<file path="src/rtl/pha_div.sv">
// pha_div: 16 by 16 bit restoring divider, one quotient bit per cycle
// depends on nothing
`timescale 1ns / 1ps

module pha_div (
    input  logic        clk,
    input  logic        rst_n,
    input  logic        start,
    input  logic [15:0] dividend,
    input  logic [15:0] divisor,
    output logic        done,
    output logic [15:0] quotient,
    output logic [15:0] remainder
);
    logic [15:0] quot_reg;
    logic [15:0] rem_reg;
    logic [15:0] div_reg;
    logic [3:0]  step_reg;
    logic        run_reg;
    logic        done_reg;
    logic [16:0] trial;
    logic [16:0] diff;
    logic        ge;

    always_comb
    begin
        trial = {rem_reg, quot_reg[15]};
        diff  = trial - {1'b0, div_reg};
        ge    = (trial >= {1'b0, div_reg});
    end

    always_ff @(posedge clk or negedge rst_n)
    begin
        if (!rst_n)
        begin
            run_reg  <= 1'b0;
            done_reg <= 1'b0;
            step_reg <= '0;
        end
        else
        begin
            done_reg <= 1'b0;
            if (start)
            begin
                run_reg  <= 1'b1;
                step_reg <= '0;
            end
            else if (run_reg)
            begin
                step_reg <= step_reg + 4'd1;
                if (step_reg == 4'd15)
                begin
                    run_reg  <= 1'b0;
                    done_reg <= 1'b1;
                end
            end
        end
    end

    always_ff @(posedge clk)
    begin
        if (start)
        begin
            quot_reg <= dividend;
            rem_reg  <= '0;
            div_reg  <= divisor;
        end
        else if (run_reg)
        begin
            quot_reg <= {quot_reg[14:0], ge};
            rem_reg  <= ge ? diff[15:0] : trial[15:0];
        end
    end

    assign done      = done_reg;
    assign quotient  = quot_reg;
    assign remainder = rem_reg;
endmodule

</file>
<file path="config.mk">
export PLATFORM = sky130hd
export DESIGN_NAME = pha_div
export DESIGN_NICKNAME = d
export VERILOG_FILES = /design/src/rtl/pha_div.sv
export SDC_FILE = /design/constraint.sdc
export NUM_CORES = 1
export LEC_CHECK = 0
export BUFFER_PORTS_ARGS = -buffer_cell sky130_fd_sc_hd__buf_4
export CORE_MARGIN = 5
export CORE_UTILIZATION = 55
export DETAILED_ROUTE_END_ITERATION = 16
export HOLD_SLACK_MARGIN = 0.03
export PLACE_DENSITY = 0.8
export SETUP_SLACK_MARGIN = 0.5
export SYNTH_ARGS = -nofsm -noshare
export SYNTH_HDL_FRONTEND = slang
export SYNTH_SLANG_ARGS = --single-unit
export TNS_END_PERCENT = 100
</file>
<file path="constraint.sdc">
create_clock -name clk -period 2.8 [get_ports clk]
set_input_delay 0.56 -clock clk [delete_from_list [all_inputs] [get_ports clk]]
set_output_delay 0.56 -clock clk [all_outputs]
set_load 0.005 [all_outputs]
</file>
==> reports/qor.yml <==
r2r_slack_ps: 400
final_nets: 445
clock_sinks: 54
cts_buffers: 5
hp-class: "in2reg"
worst_slack_ps: 399
drive_above_1_share_pct: 43.0
routed_wl_um: 9020
r2r_end: "remainder[10]"
tns_ps: 0
n_antenna_cell: 0
ys_seq_elements: 54
endpoint_kind: "flop"
die_y_um: 86.2
place_ws_ps: 210
grt_setup_unrepaired: "yes"
dr_wl_met3_um: 688
worstPathRequired_ps: 3040
synth_area_leaders: "edfxtp_1 (30%), dfxtp_1 (10%), ha_1 (6.7%)"
grt_pass1_wl_um: 13600
drc_errors: 0
postRouteAntennaNets: 0
reg2reg_from: "div_reg[10]"
cap_violations: 0
track_usage_pct: 23.1
tightest_slew_ps: 682
report.final.slew_viol_count: 0
outcome: "finished clean"
met1Wirelength_um: 3570
grt_max_degree: 53
fmax_mhz: 416
drtPass1Iterations: 5
ys_seq_area_share_pct: 44.8
numPortBuffers: 67
final_common_cell: "buf_4"
die_x_um: 86.2
hpwl_um: 5630
ios: 68
path_max_fanout: 6
crit_type: "reg2reg"
yosys.area.top_type_share_pct: 30.1
async_reset_ff_share_pct: 11.1
synthCells: 315
wl_per_cell_um: 19.4
synth_area_leader_cell: "edfxtp_1"
area_delta_synth_final_pct: 34.1
final_cell_mix: "buf_4 (85), edfxtp_1 (32), nor2_1 (21)"
timing.reg2reg.worst_path_depth: 9
cts.clk_slew.worst_paths_ps: 110
avgSynthCellArea_um2: 10.1
grt_antenna_before_repair: 0
fp-row-count: 27
htreeDepth: 2
place_congestion: 0.951
die_area_um2: 7430
slew_headroom_pct: 54.5
cts_tree: "built"
routed_via_density: 6.25
hold_viol_final: 0
cts_root_buf: "clkbuf_8"
syn_nets: 368
hold_end: "div_reg[9]"
peakVddDrop_v: 0.000464
synth_ff_type: "edfxtp_1"
post-route-period-util_pct: 85.8
drtIter0Drc: 280
clkLatencyLatePin_ps: 320
grt_pass1_vias: 2838
hold_depth: 1
crit_arrival_ps: 2640
synth_edf_count: 32
wl_met2_um: 4600
hp-start: "divisor[9]"
netlist_area_um2: 3190
vias: 2906
start_util_pct: 57.3
total_leakage_power_nw: 1.85
finalSetupViolations: 0
yosysUniqueCellTypes: 54
grt-ovfl-total: 0
fin_crit_ps: 2400
powerDensity_nw_per_um2: 781
cp-start-kind: "flop"
design.core.area_um2: 5570
fin_worst_skew_ps: 12.3
yosysWarnings: 0
dr.max_layer_used: "met4"
clockBufferDepth: 2
[where the power goes]
part | switching [mW] | internal [mW] | leakage [nW] | total [mW]
logic | 0.851 | 0.810 | 1.25 | 1.66
registers | 0.143 | 0.982 | 0.537 | 1.13
clock network | 0.283 | 0.272 | 0.0587 | 0.555
[routing by layer]
metal / track usage, % / vias up
met5: 0 / -
met1: 29.1 / 1409
met2: 39.2 / 138
met3: 4.66 / 22
li1: - / 1337
met4: 8.64 / 0
[critical path: stages, from the launching register on]
cell	delay [ps]
edfxtp_1	420
inv_2	80
ha_4	210
and3_4	180
o21a_1	190
a2111o_1	360
o21ai_4	250
buf_6	190
nand3_1	150
a311oi_2	270
[cell type report]
| cell class | count | area (µm²) |
|---|---|---|
| multi-input combinational | 219 | 1850 |
| sequential | 54 | 1440 |
| fill | 367 | 1290 |
| timing repair buffer | 91 | 704 |
| tap | 72 | 90.1 |
| inverter | 21 | 78.8 |
| clock buffer | 5 | 68.8 |
| clock inverter | 3 | 47.5 |
[what timing repair did]
action,in CTS,in global routing
resized for setup,28,39
endpoints found under the hold margin,6,0
cloned,1,0
hold buffers,1,0
setup buffers,10,4
pin swaps,16,21
endpoints found under the setup margin,17,17
[synth_stat cells, types with 2 or more instances]
cell	count
a21oi_1	14
a311oi_1	9
o21ai_0	7
mux2_2	16
and3_1	4
a31o_1	3
nor4_1	5
a211o_1	3
buf_2	7
o21ai_1	9
ha_1	17
buf_1	3
a21o_1	9
nor2b_1	3
buf_6	2
nand3_1	17
o41ai_1	3
nor2_1	22
a2111oi_0	2
xnor2_1	5
or2_2	2
o21a_1	2
dfrtp_1	6
dfxtp_1	16
inv_1	21
clkbuf_1	8
edfxtp_1	32
xor2_1	8
a31oi_1	3
a211oi_1	5
a221oi_1	2
nor3_1	4
nand4_1	6
mux2i_1	4
nand2_1	17
[stage by stage]
step           area (µm²)  instances  power, mW  hold slack, ps  util (%)
2_1_floorplan        3200        315       1.93             264         -
5_1_grt              4280        465       3.50             388      76.8
6_report             4280        465       3.34             402      76.8
3_5_place_dp         3750        441       2.36             371      67.2
3_3_place_gp         3750        441       2.34             370      67.2
4_1_cts              4090        461       3.08             402      73.4
[worst max-delay path by stage]
stage,start,end,slack [ps]
after floorplan,quotient[15],remainder[14],510
after global placement,quotient[15],remainder[14],250
after global routing,div_reg[11],remainder[10],350
after CTS,quotient[15],remainder[10],410
final,div_reg[10],remainder[10],400
after detailed placement,quotient[15],remainder[14],210
[kinds of logic after synthesis]
logic type / after synthesis / synth area share (%)
AOI/OAI and AO/OA: 82 / 18.5
xor gates and xnor gates: 13 / 3.57
adders and majority gates: 18 / 7.29
and+or+nand+nor: 86 / 13.1
buffers and inverters: 42 / 5.80
DFF: 54 / 44.8
muxes: 20 / 6.90
(Power assumes the default switching activity.)
