`src/rtl/pha_pkg.sv`:
```
// pha_pkg: shared types, constants and helpers of the pixel hit accumulator
// no dependencies
`timescale 1ns / 1ps

package pha_pkg;

    localparam int KEY_W = 48;
    localparam int CNT_W = 16;
    localparam int IDX_W = 16;

    localparam logic [2:0] CFG_PITCH_X  = 3'd0;
    localparam logic [2:0] CFG_PITCH_Y  = 3'd1;
    localparam logic [2:0] CFG_COLS     = 3'd2;
    localparam logic [2:0] CFG_ROWS     = 3'd3;
    localparam logic [2:0] CFG_CHIPS    = 3'd4;

    localparam logic ACT_HIT   = 1'b0;
    localparam logic ACT_FLUSH = 1'b1;

    localparam logic [CNT_W-1:0] CNT_MAX = '1;

    typedef struct packed {
        logic [KEY_W-1:0] key;
        logic [CNT_W-1:0] count;
        logic [IDX_W-1:0] first;
    } entry_t;

    typedef struct packed {
        logic             update;
        logic             insert;
        logic             shift;
        logic [KEY_W-1:0] key;
        logic [IDX_W-1:0] first;
    } cell_ctrl_t;

    // zero reads as one
    function automatic logic [15:0] nz16(input logic [15:0] v);
        return (v == 16'd0) ? 16'd1 : v;
    endfunction

endpackage

```
`src/rtl/pha_cell.sv`:
```
// pha_cell: one event table entry, compares, counts, loads or takes its neighbour's entry
// depends on pha_pkg
`timescale 1ns / 1ps

module pha_cell
    import pha_pkg::*;
(
    input  logic       clk,
    input  logic       occ,
    input  logic       prev_occ,
    input  cell_ctrl_t ctrl,
    input  entry_t     nbr,
    output entry_t     ent,
    output logic       match
);
    entry_t ent_reg;

    assign match = occ && (ent_reg.key == ctrl.key);

    always_ff @(posedge clk)
    begin
        if (ctrl.shift)
            ent_reg <= nbr;
        else if (ctrl.insert && prev_occ && !occ)
        begin
            ent_reg.key   <= ctrl.key;
            ent_reg.count <= CNT_W'(1);
            ent_reg.first <= ctrl.first;
        end
        else if (ctrl.update && match && ent_reg.count != CNT_MAX)
            ent_reg.count <= ent_reg.count + CNT_W'(1);
    end

    assign ent = ent_reg;
endmodule

```
`config.mk`:
```
export PLATFORM = sky130hd
export DESIGN_NAME = pha_cell
export DESIGN_NICKNAME = d
export VERILOG_FILES = /design/src/rtl/pha_pkg.sv /design/src/rtl/pha_cell.sv
export SDC_FILE = /design/constraint.sdc
export NUM_CORES = 1
export LEC_CHECK = 0
export ABC_AREA = 1
export BUFFER_PORTS_ARGS = -buffer_cell sky130_fd_sc_hd__buf_2
export CORE_ASPECT_RATIO = 1.5
export CORE_MARGIN = 2
export CORE_UTILIZATION = 30
export DETAILED_ROUTE_END_ITERATION = 7
export GPL_TIMING_DRIVEN = 0
export PLACE_DENSITY = 0.57
export SLEW_MARGIN = 20
export SYNTH_ARGS = -nofsm -noshare
export SYNTH_HDL_FRONTEND = slang
export SYNTH_SLANG_ARGS = --single-unit
export TNS_END_PERCENT = 50
```
`constraint.sdc`:
```
create_clock -name clk -period 2.4 [get_ports clk]
set_clock_uncertainty 0.05 [all_clocks]
set_input_delay 0.72 -clock clk [delete_from_list [all_inputs] [get_ports clk]]
set_output_delay 0.72 -clock clk [all_outputs]
set_load 0.02 [all_outputs]
```
==> results of run 1 <==
-- layout make-up --
type | count | area share
repair buffers | 229 | 0.170
inverters | 104 | 0.0581
multi-input cells | 468 | 0.315
flip-flops and latches | 80 | 0.355
clock inverters | 6 | 0.0172
clock buffers | 10 | 0.0339
plain buffers | 16 | 0.0117
well taps | 206 | 0.0381
-- placed cells by master (no fill, tap or decap), types with 5 or more instances in the layout --
cell	synthesis	routed
a21oi_1	7	7
buf_2	3	231
clkbuf_1	11	12
clkbuf_16	0	9
edfxtp_1	80	80
inv_1	101	101
nand2_1	282	279
nand2_2	4	7
nand3_1	18	16
nand4_1	13	13
nor2_1	51	47
nor2_2	1	5
o21ai_0	55	55
o21ai_1	5	5
xnor2_1	9	6
-- metal layers --
layer	share of wire	vias to the layer above	wire length, microns	track usage
met3	0.056	26	993	0.0503
met5	0.0013	-	23	0
met1	0.37	2232	6600	0.223
met4	0.031	4	546	0.0781
li1	-	2596	-	-
met2	0.54	155	9620	0.383
-- tightest hold or removal path, cell delays in order --
cell,delay (ns)
buf_2,0.07
nand2_1,0.04
nand2_1,0.04
-- logic make-up after synthesis --
| group | share of synthesized area |
|---|---|
| AND/OR/NAND/NOR | 0.317 |
| buffers and inverters | 0.0959 |
| flip-flops | 0.488 |
| AO/OA/AOI/OAI | 0.0781 |
| XOR/XNOR | 0.0178 |
| adder cells (fa/ha/maj) | 0.00254 |
-- cells in the mapped netlist, drive strengths merged --
cell type    n
o31ai        1
a21oi        7
o21a         1
buf          5
ha           1
a21o         1
edfxtp      80
nand3       19
a32o         1
o21ai       60
xor2         1
or2          2
o211ai       1
inv        104
nor3         8
clkbuf      11
nand2      287
xnor2        9
nor3b        1
nor2        53
nand4       13
a22o         1
-- through the flow --
step	cell area (sq um)	worst slack [ns]	TNS, ns	util	power, mW
after floorplan	4930	0.0677	0	-	2.44
after global placement	6330	-0.656	-11.92	0.393	2.88
after detailed placement	6330	-0.654	-11.85	0.393	2.89
after CTS	6730	-0.184	-0.184	0.418	4.56
after global routing	6760	-0.250	-0.250	0.419	4.74
final	6760	-0.184	-0.184	0.419	4.51
-- timing repair --
action,4_1_cts,5_1_grt
setup buffers,0,0
endpoints found under the setup margin,17,17
pin swaps,2,2
gates resized for setup,8,8
gates cloned,1,0
-- where the power goes --
group	switching [mW]	internal, mW
logic	0.677	0.368
registers	0.110	1.72
clock network	0.607	1.03
-- path summary, 6_finish.rpt --
check	to	slack, ns	depth (start not counted)
worst max-delay path	match	-0.18	7
worst min-delay path	ent[8]$_DFFE_PP_	0.59	3
worst max register to register	ent[22]$_DFFE_PP_	0.25	9
worst min register to register	ent[16]$_DFFE_PP_	0.61	1
==> results.py, run 1 <==
metrics = {
    "outcome": {
        "status": "complete, but fails checks",
        "violations": "setup timing",
    },
    "placed_design": {
        "gp_congestion": 0.846,
        "dp.cells": 1102,
        "dpl.hpwl_microns": 14300,
        "port_buffers": 229,
    },
    "routing": {
        "wl_microns": 17800,
        "viasPerCell": 4.48,
        "drt_iter0_markers": 233,
        "vias": 5013,
        "ant_nets": 0,
        "wl_per_cell_microns": 15.9,
        "drc_errors": 0,
        "drt_pass1_iterations": 4,
    },
    "floorplan": {
        "start_util": 0.305,
        "ioPinCount": 231,
        "dieArea_sq_um": 17500,
        "die_h_microns": 161,
        "std_cell_rows": 57,
        "die_x_microns": 109,
        "core_sq_um": 16100,
    },
    "clocking": {
        "tritoncts": "built",
        "htreeDepth": 3,
        "cts_buffer_depth": 2,
        "numCtsBuffers": 9,
        "postCtsHoldBufs": 0,
        "clk-insertion-delay-late_ns": 0.34,
        "clock-root-buffer": "clkbuf_16",
        "clk_pin_slew_ns": 0.07,
        "cts_sinks": 80,
    },
    "timing": {
        "hold_ws_ns": 0.586,
        "max_slew_margin": 0.580,
        "setup_violations": 1,
        "fin_crit_ns": 2.58,
        "grt_setup_unrepaired": "yes",
        "worst_slack_ns": -0.184,
        "slew_violations": 0,
        "finalHoldViolCount": 0,
        "fmax_mhz": 387,
        "worst_pin_slew_ns": 0.630,
        "min_period_over_period": 1.08,
    },
    "synthesis": {
        "synth_area_leader_cell": "edfxtp_1",
        "yosysSeqAreaShare": 0.488,
        "yosysUniqueCellTypes": 32,
        "ys_warn_count": 0,
        "ys_seq_elements": 80,
        "yosysTopAreaCellShare": 0.488,
        "syn-cell-area_sq_um": 4920,
        "synthesis.nets": 818,
        "syn-instance-count": 667,
        "netlist_top_cells_area": "edfxtp_1 (49%), nand2_1 (22%), inv_1 (7.7%)",
        "avgSynthCellArea_sq_um": 7.37,
    },
    "global_route": {
        "grt_pass1_vias": 5081,
        "grt_first_pass_wirelength_microns": 26800,
        "grt_overflow_total": 0,
        "grt_max_degree": 37,
        "antenna_found_initial": 2,
        "grt_usage": 0.207,
    },
    "finish": {
        "layout-drive-gt1-share": 0.306,
        "multi_input_area_sq_um": 2130,
        "largest_register_ff_count": 80,
        "fillers": 1758,
        "area_growth_pct": 37.4,
        "nets": 1059,
        "antenna_cells": 0,
        "final_cells": 1119,
        "area.sequential_sq_um": 2400,
    },
    "min_path": {
        "min-delay-path-class": "primary input to flip-flop",
        "hold_start": "ctrl[8]",
    },
    "critical_path": {
        "cp_num_buf_inv": 2,
        "critPathLaunch": "ctrl[20]",
        "critPathLaunchType": "primary input",
        "criticalPathCategory": "primary input to output port",
        "cpPeakStageDelay_ns": 0.30,
        "end_kind": "output port",
        "cp_slowest_cell": "xnor2_1",
        "cp_cell_sequence": "buf_2 > xnor2_1 > nand3_1 > nor3_1 > nand3_1 > nor2_2 > buf_6",
        "cpMostUsedCell": "nand3_1",
        "cp.required_ns": 1.63,
        "path_max_fanout": 2,
        "arrival_ns": 1.81,
        "cp_top_family": "simple AND/OR/NAND/NOR gates",
        "reg2reg_from": "ent[54]$_DFFE_PP_",
    },
    "pwr": {
        "irDropWorstVdd_v": 0.000377,
        "power_density_nw_per_um2": 667,
        "p_leak_nw": 3.54,
    },
    "flow_run": {
        "maxCapViolations": 0,
    },
}
Note: power is estimated with default switching activity, not from simulation.
==> inputs of run 2 (changes only) <==
- BUFFER_PORTS_ARGS: -buffer_cell sky130_fd_sc_hd__buf_2 -> not set
- DONT_BUFFER_PORTS: not set -> 1
- PLACE_DENSITY: 0.57 -> 0.44
==> run 2 against run 1 <==
  * The flow still finishes with violations (setup timing)
  * Via count decreased by 13%
  * Die area unchanged
  * Flip-flop and latch count stayed put
  * Hold slack got worse by 0.083 ns
  * Clock-buffer cell count down 1
  * First-iteration DRC count down 17%
  * Fmax is 2.5% lower
  * Core utilization fell by 7.5 points
  * Non-clock buffer count down 229
  * Largest cell class unchanged
==> results.py, run 2 (synthesized netlist as in run 1, its figures left out) <==
metrics = {
    "placed_design": {
        "port_buffers": 0,
        "dpl.hpwl_microns": 13800,
        "gp_congestion": 0.899,
        "dp_slack_ns": -0.582,
        "dp.cells": 873,
    },
    "clocking": {
        "clk_pin_slew_ns": 0.07,
        "clk-insertion-delay-late_ns": 0.34,
        "clock-root-buffer": "clkbuf_16",
        "cts_buffer_depth": 2,
        "cts_sinks": 80,
        "tritoncts": "built",
        "htreeDepth": 3,
        "numCtsBuffers": 9,
        "postCtsHoldBufs": 0,
        "cts_setup_buffers": 0,
    },
    "routing": {
        "ant_nets": 0,
        "drt_iter0_markers": 194,
        "wl_per_cell_microns": 19.5,
        "vias": 4348,
        "viasPerCell": 4.89,
        "drt_pass1_iterations": 4,
        "drc_errors": 0,
        "wl_microns": 17400,
    },
    "critical_path": {
        "arrival_ns": 1.88,
        "critPathLaunchType": "flip-flop",
        "r2r_setup_slack_ns": 0.25,
        "path_max_fanout": 2,
        "cp.required_ns": 1.63,
        "reg2regPathDepth": 9,
        "r2r-end": "ent[19]$_DFFE_PP_",
        "reg2reg_from": "ent[66]$_DFFE_PP_",
        "end_kind": "output port",
        "criticalPathCategory": "flip-flop to output port",
    },
    "global_route": {
        "grt_overflow_total": 0,
        "grt_first_pass_wirelength_microns": 25100,
        "grt_pass1_vias": 4506,
        "grt_max_degree": 72,
        "antenna_found_initial": 0,
        "grt_usage": 0.195,
    },
    "min_path": {
        "hold_start": "ctrl[8]",
        "min_path_cells": 2,
        "hold_end": "ent[8]$_DFFE_PP_",
        "min-delay-path-class": "primary input to flip-flop",
    },
    "timing": {
        "worst_slack_ns": -0.251,
        "fin_crit_ns": 2.65,
        "fin_setup_tns_ns": -0.251,
        "setup_violations": 1,
        "grt_setup_unrepaired": "yes",
        "worst_pin_slew_ns": 0.686,
        "min_period_over_period": 1.10,
        "fmax_mhz": 377,
        "max_slew_margin": 0.543,
        "finalHoldViolCount": 0,
        "slew_violations": 0,
    },
    "finish": {
        "area_growth_pct": 12.8,
        "final_cell_mix": "nand2_1 (281), inv_1 (101), edfxtp_1 (80)",
        "antenna_cells": 0,
        "layout-drive-gt1-share": 0.0687,
        "largest_register_ff_count": 80,
        "nets": 830,
        "layout_commonest_cell": "nand2_1",
        "final_cells": 890,
    },
    "floorplan": {
        "die_h_microns": 161,
        "core_sq_um": 16100,
        "dieArea_sq_um": 17500,
        "std_cell_rows": 57,
        "die_x_microns": 109,
        "start_util": 0.305,
        "ioPinCount": 231,
    },
    "flow_run": {
        "maxCapViolations": 0,
    },
    "pwr": {
        "p_leak_nw": 2.60,
        "power_density_nw_per_um2": 731,
        "irDropWorstVdd_v": 0.000391,
        "p_total_mw": 4.05,
    },
    "outcome": {
        "violations": "setup timing",
        "status": "complete, but fails checks",
    },
}
[run 2: cell count changes in the layout (fill, tap and decap cells not counted), sizes merged]
| cell | delta |
|---|---|
| buf | -229 |
| clkbuf | -1 |
| clkinvlp | +2 |
| bufinv | -2 |
| clkinv | +1 |
[run 2: stage by stage]
stage,area (sq um),util,hold WS [ns]
6_report,5550,0.344,0.504
5_1_grt,5550,0.344,0.501
4_1_cts,5520,0.342,0.490
3_5_place_dp,5180,0.322,0.747
3_3_place_gp,5180,0.322,0.733
2_1_floorplan,4930,-,0.685
[run 2: worst max path at each step]
stage	startpoint	endpoint
finish	ent[46]$_DFFE_PP_	match
global route	ent[46]$_DFFE_PP_	match
CTS	ent[46]$_DFFE_PP_	match
detailed placement	occ	ent[17]$_DFFE_PP_
global placement	occ	ent[18]$_DFFE_PP_
floorplan	ctrl[46]	match
[run 2: timing repair]
| item | CTS | global route |
|---|---|---|
| pin swaps | 0 | 7 |
| resized for setup | 7 | 6 |
| gates cloned | 0 | 1 |
| setup endpoints to repair | 17 | 17 |
[run 2: layout make-up]
cell class / instances / area (sq um)
clock buffer: 9 / 225
sequential: 80 / 2400
clock inverter: 7 / 71.3
tap: 206 / 258
fill: 1772 / 10600
buffer: 16 / 78.8
inverter: 104 / 393
multi-input combinational: 468 / 2120
[run 2: critical path: stages (launching register included)]
cell      delay (ns)
edfxtp_1        0.52
xnor2_2         0.28
nand3_1         0.14
nor2_1          0.12
nand2_1         0.07
nor2_1          0.12
nand3_2         0.10
nor2_4          0.19
[run 2: power breakdown]
group,switching [mW],internal (mW),total [mW]
clock network,0.618,0.808,1.43
logic,0.384,0.189,0.573
registers,0.325,1.73,2.06
[run 2: layer usage]
layer	up-vias	track usage	routed length, microns
met1	1995	0.196	5890
met3	36	0.0633	1560
met5	-	0	0
met4	0	0.0979	757
met2	182	0.353	9180
li1	2135	-	-
